--- config.mk ---
export PLATFORM = sky130hd
export DESIGN_NAME = motor_speed_factor_regulator
export DESIGN_NICKNAME = d
export VERILOG_FILES = /design/src/msfr_pkg.sv /design/src/motor_speed_factor_regulator.sv /design/src/msfr_div.sv /design/src/msfr_useq.sv /design/src/msfr_dpath.sv
export SDC_FILE = /design/constraint.sdc
export NUM_CORES = 1
export LEC_CHECK = 0
export BUFFER_PORTS_ARGS = -buffer_cell sky130_fd_sc_hd__buf_2
export CORE_MARGIN = 2
export CORE_UTILIZATION = 45
export DETAILED_ROUTE_END_ITERATION = 8
export GPL_TIMING_DRIVEN = 0
export MAX_ROUTING_LAYER = met4
export PLACE_DENSITY = 0.65
export SKIP_CTS_REPAIR_TIMING = 1
export SYNTH_ARGS = -nofsm -noshare
export SYNTH_HDL_FRONTEND = slang
export SYNTH_SLANG_ARGS = --single-unit
--- constraint.sdc ---
create_clock -name clk_i -period 4.5 [get_ports clk_i]
set_input_delay 0.225 -clock clk_i [delete_from_list [all_inputs] [get_ports clk_i]]
set_output_delay 0.225 -clock clk_i [all_outputs]
set_load 0.01 [all_outputs]
--- src/msfr_pkg.sv ---
// Shared types, constants and the control store of the speed factor regulator.
`timescale 1ns / 1ps
package msfr_pkg;

  // Field widths
  localparam int unsigned PeriodW = 16;
  localparam int unsigned SampleW = 12;
  localparam int unsigned FactorW = 11;
  localparam int unsigned RpmW    = 16;
  localparam int unsigned ErrW    = 17;
  localparam int unsigned TargetW = 12;

  // Stream data widths, whole bytes
  localparam int unsigned InTdataW  = 32;
  localparam int unsigned OutTdataW = 56;

  // Ring depths
  localparam int unsigned RpmTapsDef      = 4;
  localparam int unsigned SetpointTapsDef = 8;
  localparam int unsigned MaxTaps         = 16;

  // Divider sizes: the dividend holds the rpm scale, the quotient a full rpm value
  localparam int unsigned DivNumW = RpmW;
  localparam int unsigned DivDenW = PeriodW;

  // Ring means: sum times a rounded-up reciprocal, exact for sums below 2^SumW
  localparam int unsigned SumW      = RpmW + $clog2(MaxTaps);
  localparam int unsigned MeanShift = SumW + $clog2(MaxTaps);

  // Regulator constants
  localparam int unsigned RpmScaleVal  = 40000;
  localparam int unsigned FactorMaxVal = 1024;
  localparam int unsigned UpdateShift  = 3;
  localparam int unsigned UpdateBias   = 8;
  localparam logic [DivNumW-1:0] RpmScale    = DivNumW'(RpmScaleVal);
  localparam logic [FactorW-1:0] FactorMax   = FactorW'(FactorMaxVal);
  localparam logic [FactorW-1:0] FactorReset = FactorW'(128);

  // Item kinds
  localparam logic KindHall = 1'b0;
  localparam logic KindAdc  = 1'b1;

  // Micro-operations driven into the datapath
  typedef enum logic [3:0] {
    OP_NOP,
    OP_WAIT,
    OP_DIV_SCALE,
    OP_RPM_STORE,
    OP_AVG_STORE,
    OP_ERR_STORE,
    OP_FACTOR,
    OP_SP_STORE,
    OP_TARGET_STORE,
    OP_EMIT
  } op_e;

  // Jump conditions
  typedef enum logic [2:0] {
    C_NEVER,
    C_ALWAYS,
    C_NO_INPUT,
    C_KIND_ADC,
    C_DIV_BUSY,
    C_OUT_BLOCKED
  } cond_e;

  localparam int unsigned PcW = 4;

  // Program addresses that are jump targets
  localparam logic [PcW-1:0] PcWait    = 4'd0;
  localparam logic [PcW-1:0] PcRpmDiv  = 4'd3;
  localparam logic [PcW-1:0] PcAdc     = 4'd8;
  localparam logic [PcW-1:0] PcEmit    = 4'd10;

  typedef struct packed {
    op_e             op;
    cond_e           cond;
    logic [PcW-1:0]  target;
  } uword_t;

  typedef struct packed {
    logic in_valid;
    logic kind;
    logic div_busy;
    logic out_blocked;
  } status_t;

  // Control store: one word per step
  function automatic uword_t ucode_rom(logic [PcW-1:0] pc);
    uword_t uw;
    unique case (pc)
      4'd0:  uw = '{OP_WAIT,         C_NO_INPUT,    PcWait};
      4'd1:  uw = '{OP_NOP,          C_KIND_ADC,    PcAdc};
      4'd2:  uw = '{OP_DIV_SCALE,    C_NEVER,       PcWait};
      4'd3:  uw = '{OP_NOP,          C_DIV_BUSY,    PcRpmDiv};
      4'd4:  uw = '{OP_RPM_STORE,    C_NEVER,       PcWait};
      4'd5:  uw = '{OP_AVG_STORE,    C_NEVER,       PcWait};
      4'd6:  uw = '{OP_ERR_STORE,    C_NEVER,       PcWait};
      4'd7:  uw = '{OP_FACTOR,       C_ALWAYS,      PcEmit};
      4'd8:  uw = '{OP_SP_STORE,     C_NEVER,       PcWait};
      4'd9:  uw = '{OP_TARGET_STORE, C_NEVER,       PcWait};
      4'd10: uw = '{OP_EMIT,         C_OUT_BLOCKED, PcEmit};
      4'd11, 4'd12, 4'd13, 4'd14, 4'd15: begin
        uw = '{OP_NOP, C_ALWAYS, PcWait};
      end
    endcase
    return uw;
  endfunction

endpackage

--- src/motor_speed_factor_regulator.sv ---
// Top level of the motor speed factor regulator.
//
//  Channel    Direction  Fields (low bit first)
//  s_axis     in         tdata: hall_period[15:0], adc_sample[27:16]; tuser: kind
//  m_axis     out        tdata: drive_factor[10:0], average_rpm[26:11],
//                               rpm_error[43:27], target_rpm[55:44]
//
// A hall request runs 16 steps of the restoring divider for 40000/period, then stores
// the rpm, mean, error and factor; an ADC request stores the sample and the target.
// Ring means come from a constant reciprocal multiply, so only the rpm division iterates.
// One request is in flight at a time; after the result enters the output register, a
// spare step leads to the wait step, which accepts even while that result is not taken.
// Reset clears the rings, sums and target to zero and sets the factor to 128.
// A stalled output holds the sequencer at its emit step.
`timescale 1ns / 1ps
module motor_speed_factor_regulator #(
  parameter int unsigned RPM_TAPS      = msfr_pkg::RpmTapsDef,
  parameter int unsigned SETPOINT_TAPS = msfr_pkg::SetpointTapsDef
) (
  input  logic                            clk_i,
  input  logic                            rst_ni,
  input  logic                            s_axis_tvalid,
  output logic                            s_axis_tready,
  // hall_period [15:0], adc_sample [27:16], zero [31:28]
  input  logic [msfr_pkg::InTdataW-1:0]   s_axis_tdata,
  // kind: 0 hall, 1 ADC
  input  logic                            s_axis_tuser,
  output logic                            m_axis_tvalid,
  input  logic                            m_axis_tready,
  // drive_factor [10:0], average_rpm [26:11], rpm_error [43:27], target_rpm [55:44]
  output logic [msfr_pkg::OutTdataW-1:0]  m_axis_tdata
);
  import msfr_pkg::*;

  op_e     op;
  status_t status;

  // Sequence the steps
  msfr_useq u_useq (
    .clk_i    (clk_i),
    .rst_ni   (rst_ni),
    .status_i (status),
    .op_o     (op)
  );

  // Execute them
  msfr_dpath #(
    .RPM_TAPS      (RPM_TAPS),
    .SETPOINT_TAPS (SETPOINT_TAPS)
  ) u_dpath (
    .clk_i         (clk_i),
    .rst_ni        (rst_ni),
    .op_i          (op),
    .status_o      (status),
    .s_axis_tvalid (s_axis_tvalid),
    .s_axis_tready (s_axis_tready),
    .s_axis_tdata  (s_axis_tdata),
    .s_axis_tuser  (s_axis_tuser),
    .m_axis_tvalid (m_axis_tvalid),
    .m_axis_tready (m_axis_tready),
    .m_axis_tdata  (m_axis_tdata)
  );

endmodule

--- src/msfr_div.sv ---
// Restoring divider, one quotient bit per cycle.
`timescale 1ns / 1ps
module msfr_div (
  input  logic                            clk_i,
  input  logic                            rst_ni,
  input  logic                            start_i,
  input  logic [msfr_pkg::DivNumW-1:0]    dividend_i,
  input  logic [msfr_pkg::DivDenW-1:0]    divisor_i,
  output logic                            busy_o,
  output logic [msfr_pkg::DivNumW-1:0]    quotient_o
);
  import msfr_pkg::*;

  localparam int unsigned CntW = $clog2(DivNumW + 1);

  logic [CntW-1:0]    cnt_q;
  logic [DivNumW-1:0] num_q;
  logic [DivDenW-1:0] rem_q;
  logic [DivDenW-1:0] den_q;
  logic [DivDenW:0]   trial;
  logic [DivDenW:0]   diff;

  // Shift in the next dividend bit and try the subtraction
  assign trial = {rem_q, num_q[DivNumW-1]};
  assign diff  = trial - {1'b0, den_q};

  // Count the remaining steps
  always_ff @(posedge clk_i or negedge rst_ni) begin
    if (!rst_ni) begin
      cnt_q <= '0;
    end else if (start_i) begin
      cnt_q <= CntW'(DivNumW);
    end else if (cnt_q != '0) begin
      cnt_q <= cnt_q - 1'b1;
    end
  end

  // Load operands, then retire one quotient bit a cycle
  always_ff @(posedge clk_i) begin
    if (start_i) begin
      num_q <= dividend_i;
      rem_q <= '0;
      den_q <= divisor_i;
    end else if (cnt_q != '0) begin
      if (!diff[DivDenW]) begin
        rem_q <= diff[DivDenW-1:0];
        num_q <= {num_q[DivNumW-2:0], 1'b1};
      end else begin
        rem_q <= trial[DivDenW-1:0];
        num_q <= {num_q[DivNumW-2:0], 1'b0};
      end
    end
  end

  assign busy_o     = (cnt_q != '0);
  assign quotient_o = num_q;

endmodule

--- src/msfr_useq.sv ---
// Microcode sequencer: step counter, control store and jump logic.
`timescale 1ns / 1ps
module msfr_useq (
  input  logic              clk_i,
  input  logic              rst_ni,
  input  msfr_pkg::status_t status_i,
  output msfr_pkg::op_e     op_o
);
  import msfr_pkg::*;

  logic [PcW-1:0] pc_q;
  logic [PcW-1:0] pc_d;
  uword_t         uw;
  logic           take;

  assign uw = ucode_rom(pc_q);

  // Evaluate the jump condition of the current step
  always_comb begin
    unique case (uw.cond)
      C_NEVER:       take = 1'b0;
      C_ALWAYS:      take = 1'b1;
      C_NO_INPUT:    take = !status_i.in_valid;
      C_KIND_ADC:    take = (status_i.kind == KindAdc);
      C_DIV_BUSY:    take = status_i.div_busy;
      C_OUT_BLOCKED: take = status_i.out_blocked;
      default:       take = 1'b0;
    endcase
    pc_d = take ? uw.target : pc_q + 1'b1;
  end

  // Advance the step counter
  always_ff @(posedge clk_i or negedge rst_ni) begin
    if (!rst_ni) begin
      pc_q <= PcWait;
    end else begin
      pc_q <= pc_d;
    end
  end

  assign op_o = uw.op;

endmodule

--- src/msfr_dpath.sv ---
// Datapath: input latch, rings with running sums, regulator registers, output stage.
`timescale 1ns / 1ps
module msfr_dpath #(
  parameter int unsigned RPM_TAPS      = msfr_pkg::RpmTapsDef,
  parameter int unsigned SETPOINT_TAPS = msfr_pkg::SetpointTapsDef
) (
  input  logic                             clk_i,
  input  logic                             rst_ni,
  input  msfr_pkg::op_e                    op_i,
  output msfr_pkg::status_t                status_o,
  input  logic                             s_axis_tvalid,
  output logic                             s_axis_tready,
  input  logic [msfr_pkg::InTdataW-1:0]    s_axis_tdata,
  input  logic                             s_axis_tuser,
  output logic                             m_axis_tvalid,
  input  logic                             m_axis_tready,
  output logic [msfr_pkg::OutTdataW-1:0]   m_axis_tdata
);
  import msfr_pkg::*;

  localparam int unsigned RpmSlotW = (RPM_TAPS > 1) ? $clog2(RPM_TAPS) : 1;
  localparam int unsigned SpSlotW  = (SETPOINT_TAPS > 1) ? $clog2(SETPOINT_TAPS) : 1;
  localparam int unsigned RpmSumW  = RpmW + $clog2(RPM_TAPS);
  localparam int unsigned SpSumW   = SampleW + $clog2(SETPOINT_TAPS);
  localparam logic [RpmSlotW-1:0] RpmSlotLast = RpmSlotW'(RPM_TAPS - 1);
  localparam logic [SpSlotW-1:0]  SpSlotLast  = SpSlotW'(SETPOINT_TAPS - 1);
  localparam logic signed [ErrW-1:0] RoundAdj = ErrW'((1 << UpdateShift) - 1);
  localparam logic signed [ErrW-1:0] UpdBias  = ErrW'(UpdateBias);
  localparam logic signed [ErrW:0]   FactorMaxS = (ErrW + 1)'(FactorMaxVal);
  // Rounded-up reciprocals of the tap counts, scaled by 2^MeanShift
  localparam logic [MeanShift:0] RpmRecip = (MeanShift + 1)'(
      ((longint'(1) << MeanShift) + longint'(RPM_TAPS) - longint'(1)) / longint'(RPM_TAPS));
  localparam logic [MeanShift:0] SpRecip  = (MeanShift + 1)'(
      ((longint'(1) << MeanShift) + longint'(SETPOINT_TAPS) - longint'(1))
      / longint'(SETPOINT_TAPS));

  // Latched request
  logic               kind_q;
  logic [PeriodW-1:0] period_q;
  logic [SampleW-1:0] sample_q;
  logic               accept;

  // Rings and their running sums
  logic [RpmW-1:0]     rpm_hist_q [RPM_TAPS];
  logic [RpmSlotW-1:0] rpm_slot_q;
  logic [RpmSumW-1:0]  rpm_sum_q;
  logic [SampleW-1:0]  sp_ring_q [SETPOINT_TAPS];
  logic [SpSlotW-1:0]  sp_slot_q;
  logic [SpSumW-1:0]   sp_sum_q;

  // Regulator state
  logic [TargetW-1:0]     target_q;
  logic [FactorW-1:0]     factor_q;
  logic [FactorW-1:0]     factor_d;
  logic [RpmW-1:0]        avg_q;
  logic signed [ErrW-1:0] err_q;
  logic signed [ErrW-1:0] err_d;
  logic signed [ErrW-1:0] err_adj;
  logic signed [ErrW-1:0] upd;
  logic signed [ErrW:0]   fsum;

  // Output stage
  logic                 out_valid_q;
  logic [OutTdataW-1:0] out_data_q;
  logic                 out_blocked;
  logic                 emit;

  // Divider hookup and ring means
  logic                       div_start;
  logic [DivNumW-1:0]         div_num;
  logic [DivDenW-1:0]         div_den;
  logic                       div_busy;
  logic [DivNumW-1:0]         div_quot;
  logic [RpmW-1:0]            rpm_new;
  logic [RpmW-1:0]            avg_new;
  logic [TargetW-1:0]         target_new;
  logic [RpmSumW+MeanShift:0] rpm_prod;
  logic [SpSumW+MeanShift:0]  sp_prod;

  assign s_axis_tready = (op_i == OP_WAIT);
  assign accept        = s_axis_tvalid && s_axis_tready;
  assign out_blocked   = out_valid_q && !m_axis_tready;
  assign emit          = (op_i == OP_EMIT) && !out_blocked;

  assign status_o = '{in_valid:    s_axis_tvalid,
                      kind:        kind_q,
                      div_busy:    div_busy,
                      out_blocked: out_blocked};

  // Start the rpm division on its step
  assign div_start = (op_i == OP_DIV_SCALE);
  assign div_num   = RpmScale;
  assign div_den   = period_q;

  msfr_div u_div (
    .clk_i      (clk_i),
    .rst_ni     (rst_ni),
    .start_i    (div_start),
    .dividend_i (div_num),
    .divisor_i  (div_den),
    .busy_o     (div_busy),
    .quotient_o (div_quot)
  );

  // A stopped motor reads as zero RPM
  assign rpm_new = (period_q == '0) ? '0 : div_quot[RpmW-1:0];

  // Ring means by reciprocal multiplication of the registered sums
  assign rpm_prod   = {{(MeanShift + 1){1'b0}}, rpm_sum_q} * {{RpmSumW{1'b0}}, RpmRecip};
  assign sp_prod    = {{(MeanShift + 1){1'b0}}, sp_sum_q} * {{SpSumW{1'b0}}, SpRecip};
  assign avg_new    = rpm_prod[MeanShift +: RpmW];
  assign target_new = sp_prod[MeanShift +: TargetW];

  // Error against the stored average
  assign err_d = $signed({{(ErrW - TargetW){1'b0}}, target_q})
               - $signed({{(ErrW - RpmW){1'b0}}, avg_q});

  // Step the factor by error/8 rounded toward zero plus bias, then clamp
  always_comb begin
    err_adj = err_q[ErrW-1] ? err_q + RoundAdj : err_q;
    upd     = (err_adj >>> UpdateShift) + UpdBias;
    fsum    = $signed({{(ErrW + 1 - FactorW){1'b0}}, factor_q}) + $signed({upd[ErrW-1], upd});
    if (fsum[ErrW]) begin
      factor_d = '0;
    end else if (fsum > FactorMaxS) begin
      factor_d = FactorMax;
    end else begin
      factor_d = fsum[FactorW-1:0];
    end
  end

  // Latch the request
  always_ff @(posedge clk_i or negedge rst_ni) begin
    if (!rst_ni) begin
      kind_q <= KindHall;
    end else if (accept) begin
      kind_q <= s_axis_tuser;
    end
  end

  always_ff @(posedge clk_i) begin
    if (accept) begin
      period_q <= s_axis_tdata[PeriodW-1:0];
      sample_q <= s_axis_tdata[PeriodW+SampleW-1:PeriodW];
    end
  end

  // Rings, sums and regulator registers
  always_ff @(posedge clk_i or negedge rst_ni) begin
    if (!rst_ni) begin
      for (int i = 0; i < RPM_TAPS; i++) begin
        rpm_hist_q[i] <= '0;
      end
      for (int i = 0; i < SETPOINT_TAPS; i++) begin
        sp_ring_q[i] <= '0;
      end
      rpm_slot_q <= '0;
      rpm_sum_q  <= '0;
      sp_slot_q  <= '0;
      sp_sum_q   <= '0;
      target_q   <= '0;
      factor_q   <= FactorReset;
      avg_q      <= '0;
      err_q      <= '0;
    end else begin
      unique case (op_i)
        OP_RPM_STORE: begin
          rpm_hist_q[rpm_slot_q] <= rpm_new;
          rpm_sum_q  <= rpm_sum_q - RpmSumW'(rpm_hist_q[rpm_slot_q]) + RpmSumW'(rpm_new);
          rpm_slot_q <= (rpm_slot_q == RpmSlotLast) ? '0 : rpm_slot_q + 1'b1;
        end
        OP_AVG_STORE: begin
          avg_q <= avg_new;
        end
        OP_ERR_STORE: begin
          err_q <= err_d;
        end
        OP_FACTOR: begin
          factor_q <= factor_d;
        end
        OP_SP_STORE: begin
          sp_ring_q[sp_slot_q] <= sample_q;
          sp_sum_q  <= sp_sum_q - SpSumW'(sp_ring_q[sp_slot_q]) + SpSumW'(sample_q);
          sp_slot_q <= (sp_slot_q == SpSlotLast) ? '0 : sp_slot_q + 1'b1;
        end
        OP_TARGET_STORE: begin
          target_q <= target_new;
        end
        default: begin
          target_q <= target_q;
        end
      endcase
    end
  end

  // Output stage: hold the result until it is taken
  always_ff @(posedge clk_i or negedge rst_ni) begin
    if (!rst_ni) begin
      out_valid_q <= 1'b0;
    end else if (emit) begin
      out_valid_q <= 1'b1;
    end else if (m_axis_tready) begin
      out_valid_q <= 1'b0;
    end
  end

  always_ff @(posedge clk_i) begin
    if (emit) begin
      out_data_q <= {target_q, err_q, avg_q, factor_q};
    end
  end

  assign m_axis_tvalid = out_valid_q;
  assign m_axis_tdata  = out_data_q;

  a_factor_range: assert property (@(posedge clk_i) disable iff (!rst_ni)
    factor_q <= FactorMax)
    else $error("drive factor above its limit");

  a_avg_range: assert property (@(posedge clk_i) disable iff (!rst_ni)
    avg_q <= RpmScale[RpmW-1:0])
    else $error("average rpm above full scale");

  a_slot_range: assert property (@(posedge clk_i) disable iff (!rst_ni)
    rpm_slot_q <= RpmSlotLast && sp_slot_q <= SpSlotLast)
    else $error("ring slot out of range");

  a_div_idle: assert property (@(posedge clk_i) disable iff (!rst_ni)
    div_start |-> !div_busy)
    else $error("divider started while busy");

  a_emit_valid: assert property (@(posedge clk_i) disable iff (!rst_ni)
    emit |=> out_valid_q)
    else $error("result not presented after emit");

endmodule
### After elaboration in Yosys (flattened, before gate mapping)

Memories as Yosys holds them, arrays and structs flattened.
Cells that the tools add are included.

| storage, ports and cells | value |
|---|---|
| memories kept | 1 |
| input bits | 37 |
| ROM bits | 160 |
| flip-flop bits (word level) | 397 |
| output and inout bits | 58 |
| word-level logic and storage cells | 105 |

Memory list:

| name | words | width | rd ports | clocked after Yosys merged registers in | write ports | line | source |
|---|---|---|---|---|---|---|---|
| (name not given) | 16 | 10 | 1 | 0 | 0 | msfr_pkg.sv:91 | `unique case (pc)` |

| operators by class | value |
|---|---|
| eq/ne operators | 16 |
| bitwise gates (word level) | 2 |
| reductions and logical operators | 12 |
| add/sub/neg operators | 13 |
| magnitude comparators | 5 |
| mux-type cells | 26 |

Operators with widths:

| operator | count |
|---|---|
| $bwmux W96 | 1 |
| $mux W16 | 5 |
| $bwmux W64 | 1 |
| $bmux W12 S3 | 1 |
| $demux W12 S3 | 1 |
| $mux W12 | 3 |
| $bmux W16 S2 | 1 |
| $demux W16 S2 | 1 |
| $mux W11 | 2 |
| $add A18 B16 Y18 | 1 |
| $gt A18 B12 Y1 const B | 1 |
| $sub A18 B16 Y18 | 1 |
| $add A17 B4 Y17 const B | 1 |
| $mux W17 | 1 |
| $sub A12 B16 Y17 | 1 |
| $sub A17 B16 Y17 | 1 |
| $add A12 B15 Y16 | 1 |
| $eq A4 B3 Y1 const B | 4 |
| $logic_not A16 Y1 | 1 |
| $add A14 B5 Y15 const B | 1 |
| $add A15 B12 Y15 | 1 |
| $sub A15 B12 Y15 | 1 |
| $mux W5 | 2 |
| $eq A3 B3 Y1 const B | 3 |
| 25 further kinds | 37 |

### Longest topological paths before layout

Gate-level depths: netlist (run 1).

| depth | value |
|---|---|
| depth in word-level cells | 7 |
| depth in mapped cells | 20 |

### Cells and area by module

From an unflattened synthesis (run 1), not the netlist that was laid out.

| unflattened totals | value |
|---|---|
| cells, all modules | 1,915 |
| area total of the unflattened synthesis | 20,687.3 um^2 |

By module, submodules not included:

| module | instances | cells an instance | sequential area each (um^2) | area each (um^2) |
|---|---|---|---|---|
| msfr_dpath | 1 | 1,572 | 8,929.8 | 17,162.7 |
| msfr_div | 1 | 295 | 1,406.3 | 3,093.0 |
| msfr_useq | 1 | 48 | 100.1 | 431.7 |

### Worst setup path after synthesis (run 1)

Ideal clock, no wire load.

| timing path | value |
|---|---|
| path type | reg-to-reg |
| from | register u_useq.pc_q[0] |
| to | register u_dpath.out_data_q[0] (netlist: u_dpath.m_axis_tdata[0]) (enable) |
| cell stages (with the launch flop) | 7 |
| period minus slack after synthesis | 4.378 ns |
| data arrival time | 3.902 ns |
| path buffers | 2 |
| setup slack | 0.122 ns |
| cell sequence | dfrtp_1 -> clkbuf_1 -> inv_1 -> ha_1 -> clkbuf_1 -> nand4_1 -> nor2b_1 |

| on the way | value |
|---|---|
| longest elaborated chain between the ends | 3 |

Ends and longest elaborated chain:

| element | line | source |
|---|---|---|
| start: declaration | msfr_useq.sv:11 | `logic [PcW-1:0] pc_q;` |
| start signal: assignment | msfr_useq.sv:35 | `pc_q <= PcWait;` |
| start signal: assignment | msfr_useq.sv:37 | `pc_q <= pc_d;` |
| $mem_v2 Z16 W10 | n/a |  |
| $eq A4 B4 Y1 | msfr_dpath.sv:83 | `assign emit = (op_i == OP_EMIT) && !out_blocked;` |
| $logic_and A1 B1 Y1 | msfr_dpath.sv:83 |  |
| net u_dpath.emit | msfr_dpath.sv:66 | `logic emit;` |
| end signal: assignment | msfr_dpath.sv:209 | `out_data_q <= {target_q, err_q, avg_q, factor_q};` |
| end: declaration | msfr_dpath.sv:64 | `logic [OutTdataW-1:0] out_data_q;` |

The timed path passes the listed nets, and every way through them passes these cells.
A chain may end at the register's enable or synchronous reset.

### Worst setup path in the final report (run 1)

| timing path | value |
|---|---|
| from | register u_dpath.err_q[2] |
| to | register u_dpath.factor_q[5] |

| on the way | value |
|---|---|
| longest elaborated chain between the ends | 7 |

Ends and longest elaborated chain:

| element | line | source |
|---|---|---|
| start: declaration | msfr_dpath.sv:56 | `logic signed [ErrW-1:0] err_q;` |
| start signal: assignment | msfr_dpath.sv:176 | `err_q <= err_d;` |
| $add A17 B4 Y17 * | msfr_dpath.sv:120 | `err_adj = err_q[ErrW-1] ? err_q + RoundAdj : err_q;` |
| $mux W17 * | msfr_dpath.sv:120 |  |
| $add A14 B5 Y15 * | msfr_dpath.sv:121 | `upd = (err_adj >>> UpdateShift) + UpdBias;` |
| $add A12 B15 Y16 * | msfr_dpath.sv:122 | `fsum = $signed({{(ErrW + 1 - FactorW){1'b0}}, factor_q}) + $signed({upd[ErrW-1], upd});` |
| $gt A18 B12 Y1 | msfr_dpath.sv:125 | `end else if (fsum > FactorMaxS) begin` |
| $mux W11 | msfr_dpath.sv:125 |  |
| $mux W11 * | msfr_dpath.sv:123 | `if (fsum[ErrW]) begin` |
| end signal: assignment | msfr_dpath.sv:162 | `factor_q <= FactorReset;` |
| end signal: assignment | msfr_dpath.sv:179 | `factor_q <= factor_d;` |
| end: declaration | msfr_dpath.sv:53 | `logic [FactorW-1:0] factor_q;` |

Every way passes the cells marked *; elsewhere a longest branch is shown, timed or not.

==> results.ini, run 1 <==
[power_and_ir_drop]
comb_power_share_pct = 51.3
power_leakage_nw = 10.3
p_int_mw = 11.4
pwr_density_cell_nw_per_um2 = 834
switchingPower_mw = 7.87
vdd_ir_drop_max_uv = 400
pwr-share-clk_pct = 18.7
sequentialPowerShare_pct = 30.1
p_sw_share_pct = 40.9

[cells_and_area]
instances_no_fill = 2674
nets = 2212
n_fill_cell = 3910
area_delta_synth_final_pct = 16.0
drive_above_1_share_pct = 14.2
seq_area_sq_um = 10300
diodes = 0
multi_input_area_sq_um = 8790

[route]
avgViaCountPerCell = 5.32
drtAntennaViolNets = 0
drt_iter0_markers = 856
drtPass1Iterations = 6
via_count = 14231
routed_wl_mm = 45.4
post_drt_wl_per_cell_um = 17.0
drc = 0

[clocking]
cts.sinks = 397
htreeDepth = 2
insertion_delay_ns = 0.57
clock-root-buffer = clkbuf_16
cts_tree = done
clockBufferDepth = 3
clk_pin_slew_ns = 0.06
numCtsBuffers = 44

[synth]
postSynthAreaPerCell_sq_um = 10.6
yosysTopAreaCellShare_pct = 33.2
seq_area_frac_synth_pct = 51.7
synth_area_leaders = dfrtp_1, edfxtp_1, ha_1, o21ai_0, nand2_1
ys_types = 68
synthArstFlopShare_pct = 66.8
synth_warnings = 0
synth_seq_cells = 397
synth_largest_area_cell = dfrtp_1
synth_fp_nets = 2036
syn_inst = 1872
synth.cell_area_sq_um = 19900
synth_edf_count = 100
ys.flop_type = dfrtp_1

[grt]
grt_overflow_total = 0
grt_pass1_wl_mm = 73.9
grt_max_degree = 126
grtUsageTotal_pct = 20.5
antenna_found_initial = 0
grt_pass1_vias = 13966
grt.busiest_layer = met2
grt_use_met1_pct = 28.1
met3_usage_pct = 2.95
use_met2_pct = 31.3

[critical_path]
cpPeakStageDelay_ns = 0.42
cp_cell_sequence = or3_4, and2_1, and3_1, nand4_1, nor2_1, xor2_1, ha_1, ha_1, or3_4, a31oi_4, a211oi_2, o211ai_1, nand4_1, a221oi_2, nand3_2, o31ai_2
cpMaxStageDelayCell = or3_4
crit_family = simple AND/OR/NAND/NOR gates
end_kind = flip-flop
cp_num_buf_inv = 0
cp.arrival_ns = 4.77
worstSetupPathType = reg -> reg
cp_data_required_time_ns = 4.98
start_kind = flip-flop
critPathMaxFanout = 5

[sta]
slew_violations = 0
final.period_utilization_pct = 95.5
worstMarginPinSlew_ns = 1.27
period_minus_slack_ns = 4.30
whs_ns = 0.0881
skew_ns = 0.0150
final_hold_viol_count = 0
rsz0062_at_grt = false
fmax_mhz = 233
maxSlewHeadroom_pct = 15.5
setup_viol = 0

[job]
cap_violations = 0

[floorplanning]
dieWidth_um = 214
die-area_sq_um = 45900
ios = 95
core-area_sq_um = 43900
core.rowCount = 77
start_util_pct = 45.2
die_height_um = 214

[placed_design]
dpl.cell_count = 2557
dp_hpwl_mm = 33.1
gp_congestion = 0.896
port-buffer-count = 90

[hold_path]
hold_class = in -> async

[status]
status = completed

## final timing paths
check	startpoint	to	slack, ns	depth (start not counted)
worst max-delay path	u_dpath.err_q[2]	u_dpath.factor_q[5]	0.20	16
worst min-delay path	rst_ni	u_dpath.kind_q	0.09	2
worst max register to register	u_dpath.err_q[2]	u_dpath.factor_q[5]	0.20	16
worst min register to register	u_dpath.div_den[0]	u_dpath.u_div.den_q[0]	0.44	0
max in group asynchronous	rst_ni	u_dpath.factor_q[10]	3.53	3
min in group clk_i	m_axis_tready	u_dpath.m_axis_tvalid	0.20	3
## placed cells by master (no fill, tap or decap), types with 9 or more instances in the layout
cell type and instances:
a21o_1 21, a21oi_1 57, clkbuf_1 71, ha_1 96, mux4_2 24, a31oi_1 14, nor3_1 27, a211oi_1 12
o211ai_1 13, nand2b_1 9, nor2_1 62, mux2_2 64, or3_1 14, clkbuf_16 45, xor2_1 28, nand4_1 13
dlygate4sd3_1 30, inv_1 158, nor2b_1 17, clkbuf_2 9, edfxtp_1 100, fa_1 31, buf_2 91, dfrtp_1 264
mux2i_1 25, buf_4 10, nand2_1 290, a22o_1 9, o21ai_0 222, xnor2_1 41, o21a_1 17, nand3_1 25
dfxtp_1 32
## power by group through the flow
stage | clock network (mW) | logic, mW | registers (mW)
global placement | 0 | 9.25 | 5.79
floorplan | 0 | 7.47 | 5.57
CTS | 3.69 | 9.63 | 5.77
finish | 3.59 | 9.85 | 5.78
detailed placement | 0 | 9.56 | 5.82
global route | 3.83 | 11.2 | 5.92
## synth_stat cells (3+ instances only)
master	number
nand2_1	292
dfrtp_1	264
o21ai_0	224
inv_1	158
edfxtp_1	100
ha_1	96
clkbuf_1	66
mux2_2	64
nor2_1	62
a21oi_1	58
xnor2_1	41
dfxtp_1	32
fa_1	31
nor3_1	28
xor2_1	28
mux2i_1	25
nand3_1	25
mux4_2	24
a21o_1	21
nor2b_1	18
o21a_1	17
a31oi_1	16
or3_1	16
a211oi_1	13
nand4_1	13
o211ai_1	13
a22o_1	9
buf_1	9
nand2b_1	9
nor4_1	7
or2_2	7
a22oi_1	6
and3_1	6
o31a_1	6
o31ai_1	6
o21ai_1	5
a311oi_1	4
and2_1	4
nor3b_1	4
o21bai_1	4
a211o_1	3
a221o_1	3
nand3b_1	3
o22a_1	3
o41ai_1	3
## metal layers
metal / up-vias / wire length, um
met5: - / 0
met4: 0 / 1290
met3: 88 / 2130
met2: 343 / 20800
met1: 6914 / 21200
li1: 6886 / -
## sequential cells by signal, summed over array words and instances, names as in the netlist, 15 cells and up
register / count
u_dpath.m_axis_tdata: 56
u_dpath.u_div.den_q: 16
u_dpath.div_den: 16
u_dpath.rpm_hist_q: 64
u_dpath.u_div.quotient_o: 16
u_dpath.u_div.rem_q: 16
u_dpath.rpm_sum_q: 18
u_dpath.avg_q: 16
u_dpath.sp_sum_q: 15
u_dpath.err_q: 17
u_dpath.sp_ring_q: 96
## kinds of logic (layout without fill, tap and decap cells)
group	count (synthesis)	in the layout	synth area share (%)
xor+xnor	69	69	3.04
compound gates	429	429	12.9
buf+inv	235	445	4.44
simple gates	502	502	11.2
flops	397	397	51.7
mux	113	113	7.60
fa+ha+maj	127	127	9.16
## metrics by stage
| step | utilization [%] | setup slack (ns) | instance area, sq um | total power, mW | TNS, ns |
|---|---|---|---|---|---|
| floorplan | - | 0.122 | 19900 | 13.0 | 0 |
| finish | 52.5 | 0.204 | 23100 | 19.2 | 0 |
| global route | 52.5 | 0.00645 | 23100 | 20.9 | 0 |
| CTS | 51.5 | -0.634 | 22600 | 19.1 | -5.22 |
| global placement | 48.0 | -1.63 | 21100 | 15.0 | -494.50 |
| detailed placement | 48.2 | -0.601 | 21200 | 15.4 | -4.77 |
## cell type report
| cell class | instances | area share (%) |
|---|---|---|
| plain buffers | 75 | 1.35 |
| clock buffers | 62 | 5.33 |
| clock inverters | 18 | 0.923 |
| inverters | 159 | 2.59 |
| multi-input cells | 1240 | 38.1 |
| flip-flops and latches | 397 | 44.6 |
| well taps | 592 | 3.21 |
| repair buffers | 131 | 3.89 |
Note: power is estimated with default switching activity, not from simulation.
==> run 2, diff against run 1 <==
--- a/config.mk
+++ b/config.mk
@@ -7,11 +7,11 @@
 export LEC_CHECK = 0
 export BUFFER_PORTS_ARGS = -buffer_cell sky130_fd_sc_hd__buf_2
 export CORE_MARGIN = 2
-export CORE_UTILIZATION = 45
+export CORE_UTILIZATION = 30
 export DETAILED_ROUTE_END_ITERATION = 8
 export GPL_TIMING_DRIVEN = 0
 export MAX_ROUTING_LAYER = met4
-export PLACE_DENSITY = 0.65
+export PLACE_DENSITY = 0.47
 export SKIP_CTS_REPAIR_TIMING = 1
 export SYNTH_ARGS = -nofsm -noshare
 export SYNTH_HDL_FRONTEND = slang
==> results.ini, run 2 (same netlist as run 1, synthesis figures left out) <==
[route]
avgViaCountPerCell = 4.83  ; -9.2%
drtPass1Iterations = 7  ; +1
routed_wl_mm = 51.1  ; +13%
drt_iter0_markers = 950  ; +11%
via_count = 14252  ; +0.15%
post_drt_wl_per_cell_um = 17.3  ; +2.0%
drtAntennaViolNets = 0  ; unchanged
drc = 0  ; unchanged

[grt]
grt_max_degree = 119  ; -5.6%
grtUsageTotal_pct = 15.5  ; -4.9 points
grt_pass1_wl_mm = 80.7  ; +9.2%
antenna_found_initial = 1  ; +1
grt_overflow_total = 0  ; unchanged
grt_pass1_vias = 14078  ; +0.80%

[floorplanning]
core-area_sq_um = 65600  ; +49%
ios = 95  ; unchanged
start_util_pct = 30.3  ; -15 points
core.rowCount = 94  ; +22%
die-area_sq_um = 68300  ; +49%
dieWidth_um = 261  ; +22%
die_height_um = 261  ; +22%

[power_and_ir_drop]
power_leakage_nw = 10.4  ; +0.93%
pwr_density_cell_nw_per_um2 = 833  ; about the same
vdd_ir_drop_max_uv = 407  ; +1.8%

[sta]
setup_viol = 0  ; unchanged
slew_violations = 0  ; unchanged
final.period_utilization_pct = 95.1  ; -0.35 points
final_hold_viol_count = 0  ; unchanged
period_minus_slack_ns = 4.28  ; -0.0155 ns
maxSlewHeadroom_pct = 10.7  ; -4.8 points
layout_setup_ws_ns = 0.219  ; +0.0155 ns
skew_ns = 0.0273  ; +0.0123 ns
worstMarginPinSlew_ns = 1.34  ; +0.0716 ns
fmax_mhz = 234  ; +0.36%

[status]
status = completed

[placed_design]
gp_congestion = 0.836  ; -6.7%
preCtsSetupSlack_ns = -0.761  ; -0.160 ns
dp_hpwl_mm = 37.2  ; +12%
dpl_cell_area_sq_um = 21500  ; +1.6%
port-buffer-count = 90  ; unchanged

[clocking]
htreeDepth = 2  ; unchanged
cts_tree = done
cts.sinks = 397  ; unchanged
clock-root-buffer = clkbuf_16
numCtsBuffers = 47  ; +6.8%
insertion_delay_ns = 0.59  ; +0.02 ns
clk_pin_slew_ns = 0.06  ; about the same
clockBufferDepth = 3  ; unchanged

[cells_and_area]
final_common_cell = nand2_1
area_delta_synth_final_pct = 18.6
nets = 2211  ; -0.045%
largest_reg_flops = 96  ; unchanged
drive_above_1_share_pct = 14.3  ; +0.12 points
top_register = u_dpath.sp_ring_q
postLayoutCellArea_sq_um = 23600  ; +2.3%
layout.cells.most_common_list = nand2_1, dfrtp_1, o21ai_0
diodes = 0  ; unchanged

[critical_path]
end_kind = flip-flop
cp_data_required_time_ns = 5.02  ; +0.04 ns
critPathMaxFanout = 10  ; +5
cp.arrival_ns = 4.80  ; +0.03 ns
worstSetupPathType = reg -> reg
start_kind = flip-flop

[job]
cap_violations = 0  ; unchanged

[hold_path]
hold_class = in -> async

-- run 2: changes by cell type in the layout (fill, tap and decap cells not counted), moves of 3 or more --
cell / delta
buf_4: -5
clkbuf_8: +4
clkbuf_16: +3
clkbuf_4: +3
-- run 2: routing by layer --
| metal | vias to the layer above | wire (um) | track usage, % |
|---|---|---|---|
| li1 | 6902 | - | - |
| met1 | 7001 | 24800 | 21.4 |
| met2 | 280 | 23200 | 24.0 |
| met3 | 69 | 2040 | 2.19 |
| met4 | 0 | 1040 | 4.23 |
| met5 | - | 0 | - |
-- run 2: path summary, 6_finish.rpt --
check	from	endpoint	slack (ns)	depth (start not counted)
min in group clk_i	m_axis_tready	u_dpath.m_axis_tvalid	0.18	3
max in group asynchronous	rst_ni	u_dpath.sp_ring_q[12]	2.88	4
min reg2reg	u_dpath.div_den[9]	u_dpath.u_div.den_q[9]	0.45	0
max reg2reg	u_dpath.sp_slot_q[0]	u_dpath.sp_sum_q[14]	0.22	16
min	rst_ni	u_dpath.rpm_sum_q[0]	0.15	2
max	u_dpath.sp_slot_q[0]	u_dpath.sp_sum_q[14]	0.22	16
-- run 2: power by group --
part / total (mW) / internal [mW] / switching, mW
sequential: 5.79 / 4.96 / 0.827
clock: 3.98 / 2.44 / 1.54
combinational: 9.87 / 4.17 / 5.70
-- run 2: critical path, stage by stage, from the launching register on --
cell      delay (ns)
dfrtp_1         0.40
clkbuf_2        0.26
clkbuf_2        0.30
a221oi_1        0.39
a31oi_1         0.08
a211o_1         0.30
fa_1            0.48
inv_1           0.04
ha_1            0.32
nor2b_1         0.14
o21a_1          0.17
o21ai_0         0.29
a211oi_1        0.15
o21ai_0         0.35
nor2_1          0.09
a211oi_1        0.28
xnor2_1         0.15
-- run 2: through the flow --
| step | utilization, % | setup TNS, ns | instances | hold slack [ns] | power [mW] |
|---|---|---|---|---|---|
| floorplan | - | 0 | 1872 | -0.0706 | 13.0 |
| global placement | 32.6 | -606.06 | 2826 | 0.401 | 15.4 |
| detailed placement | 32.8 | -6.53 | 2829 | 0.146 | 15.6 |
| CTS | 35.2 | -6.79 | 2916 | -0.487 | 19.7 |
| global route | 35.9 | -0.0267 | 2949 | 0.184 | 21.4 |
| finish | 35.9 | 0 | 2949 | 0.152 | 19.6 |
-- run 2: area by class of cell --
cell class                      count  area [sq um]
Timing Repair Buffer              127           866
Inverter                          159           597
Buffer                             75           323
Tap cell                          864          1080
Multi-Input combinational cell   1240          8810
Clock buffer                       69          1360
Sequential cell                   397         10300
Fill cell                        6610         42000
Clock inverter                     18           264
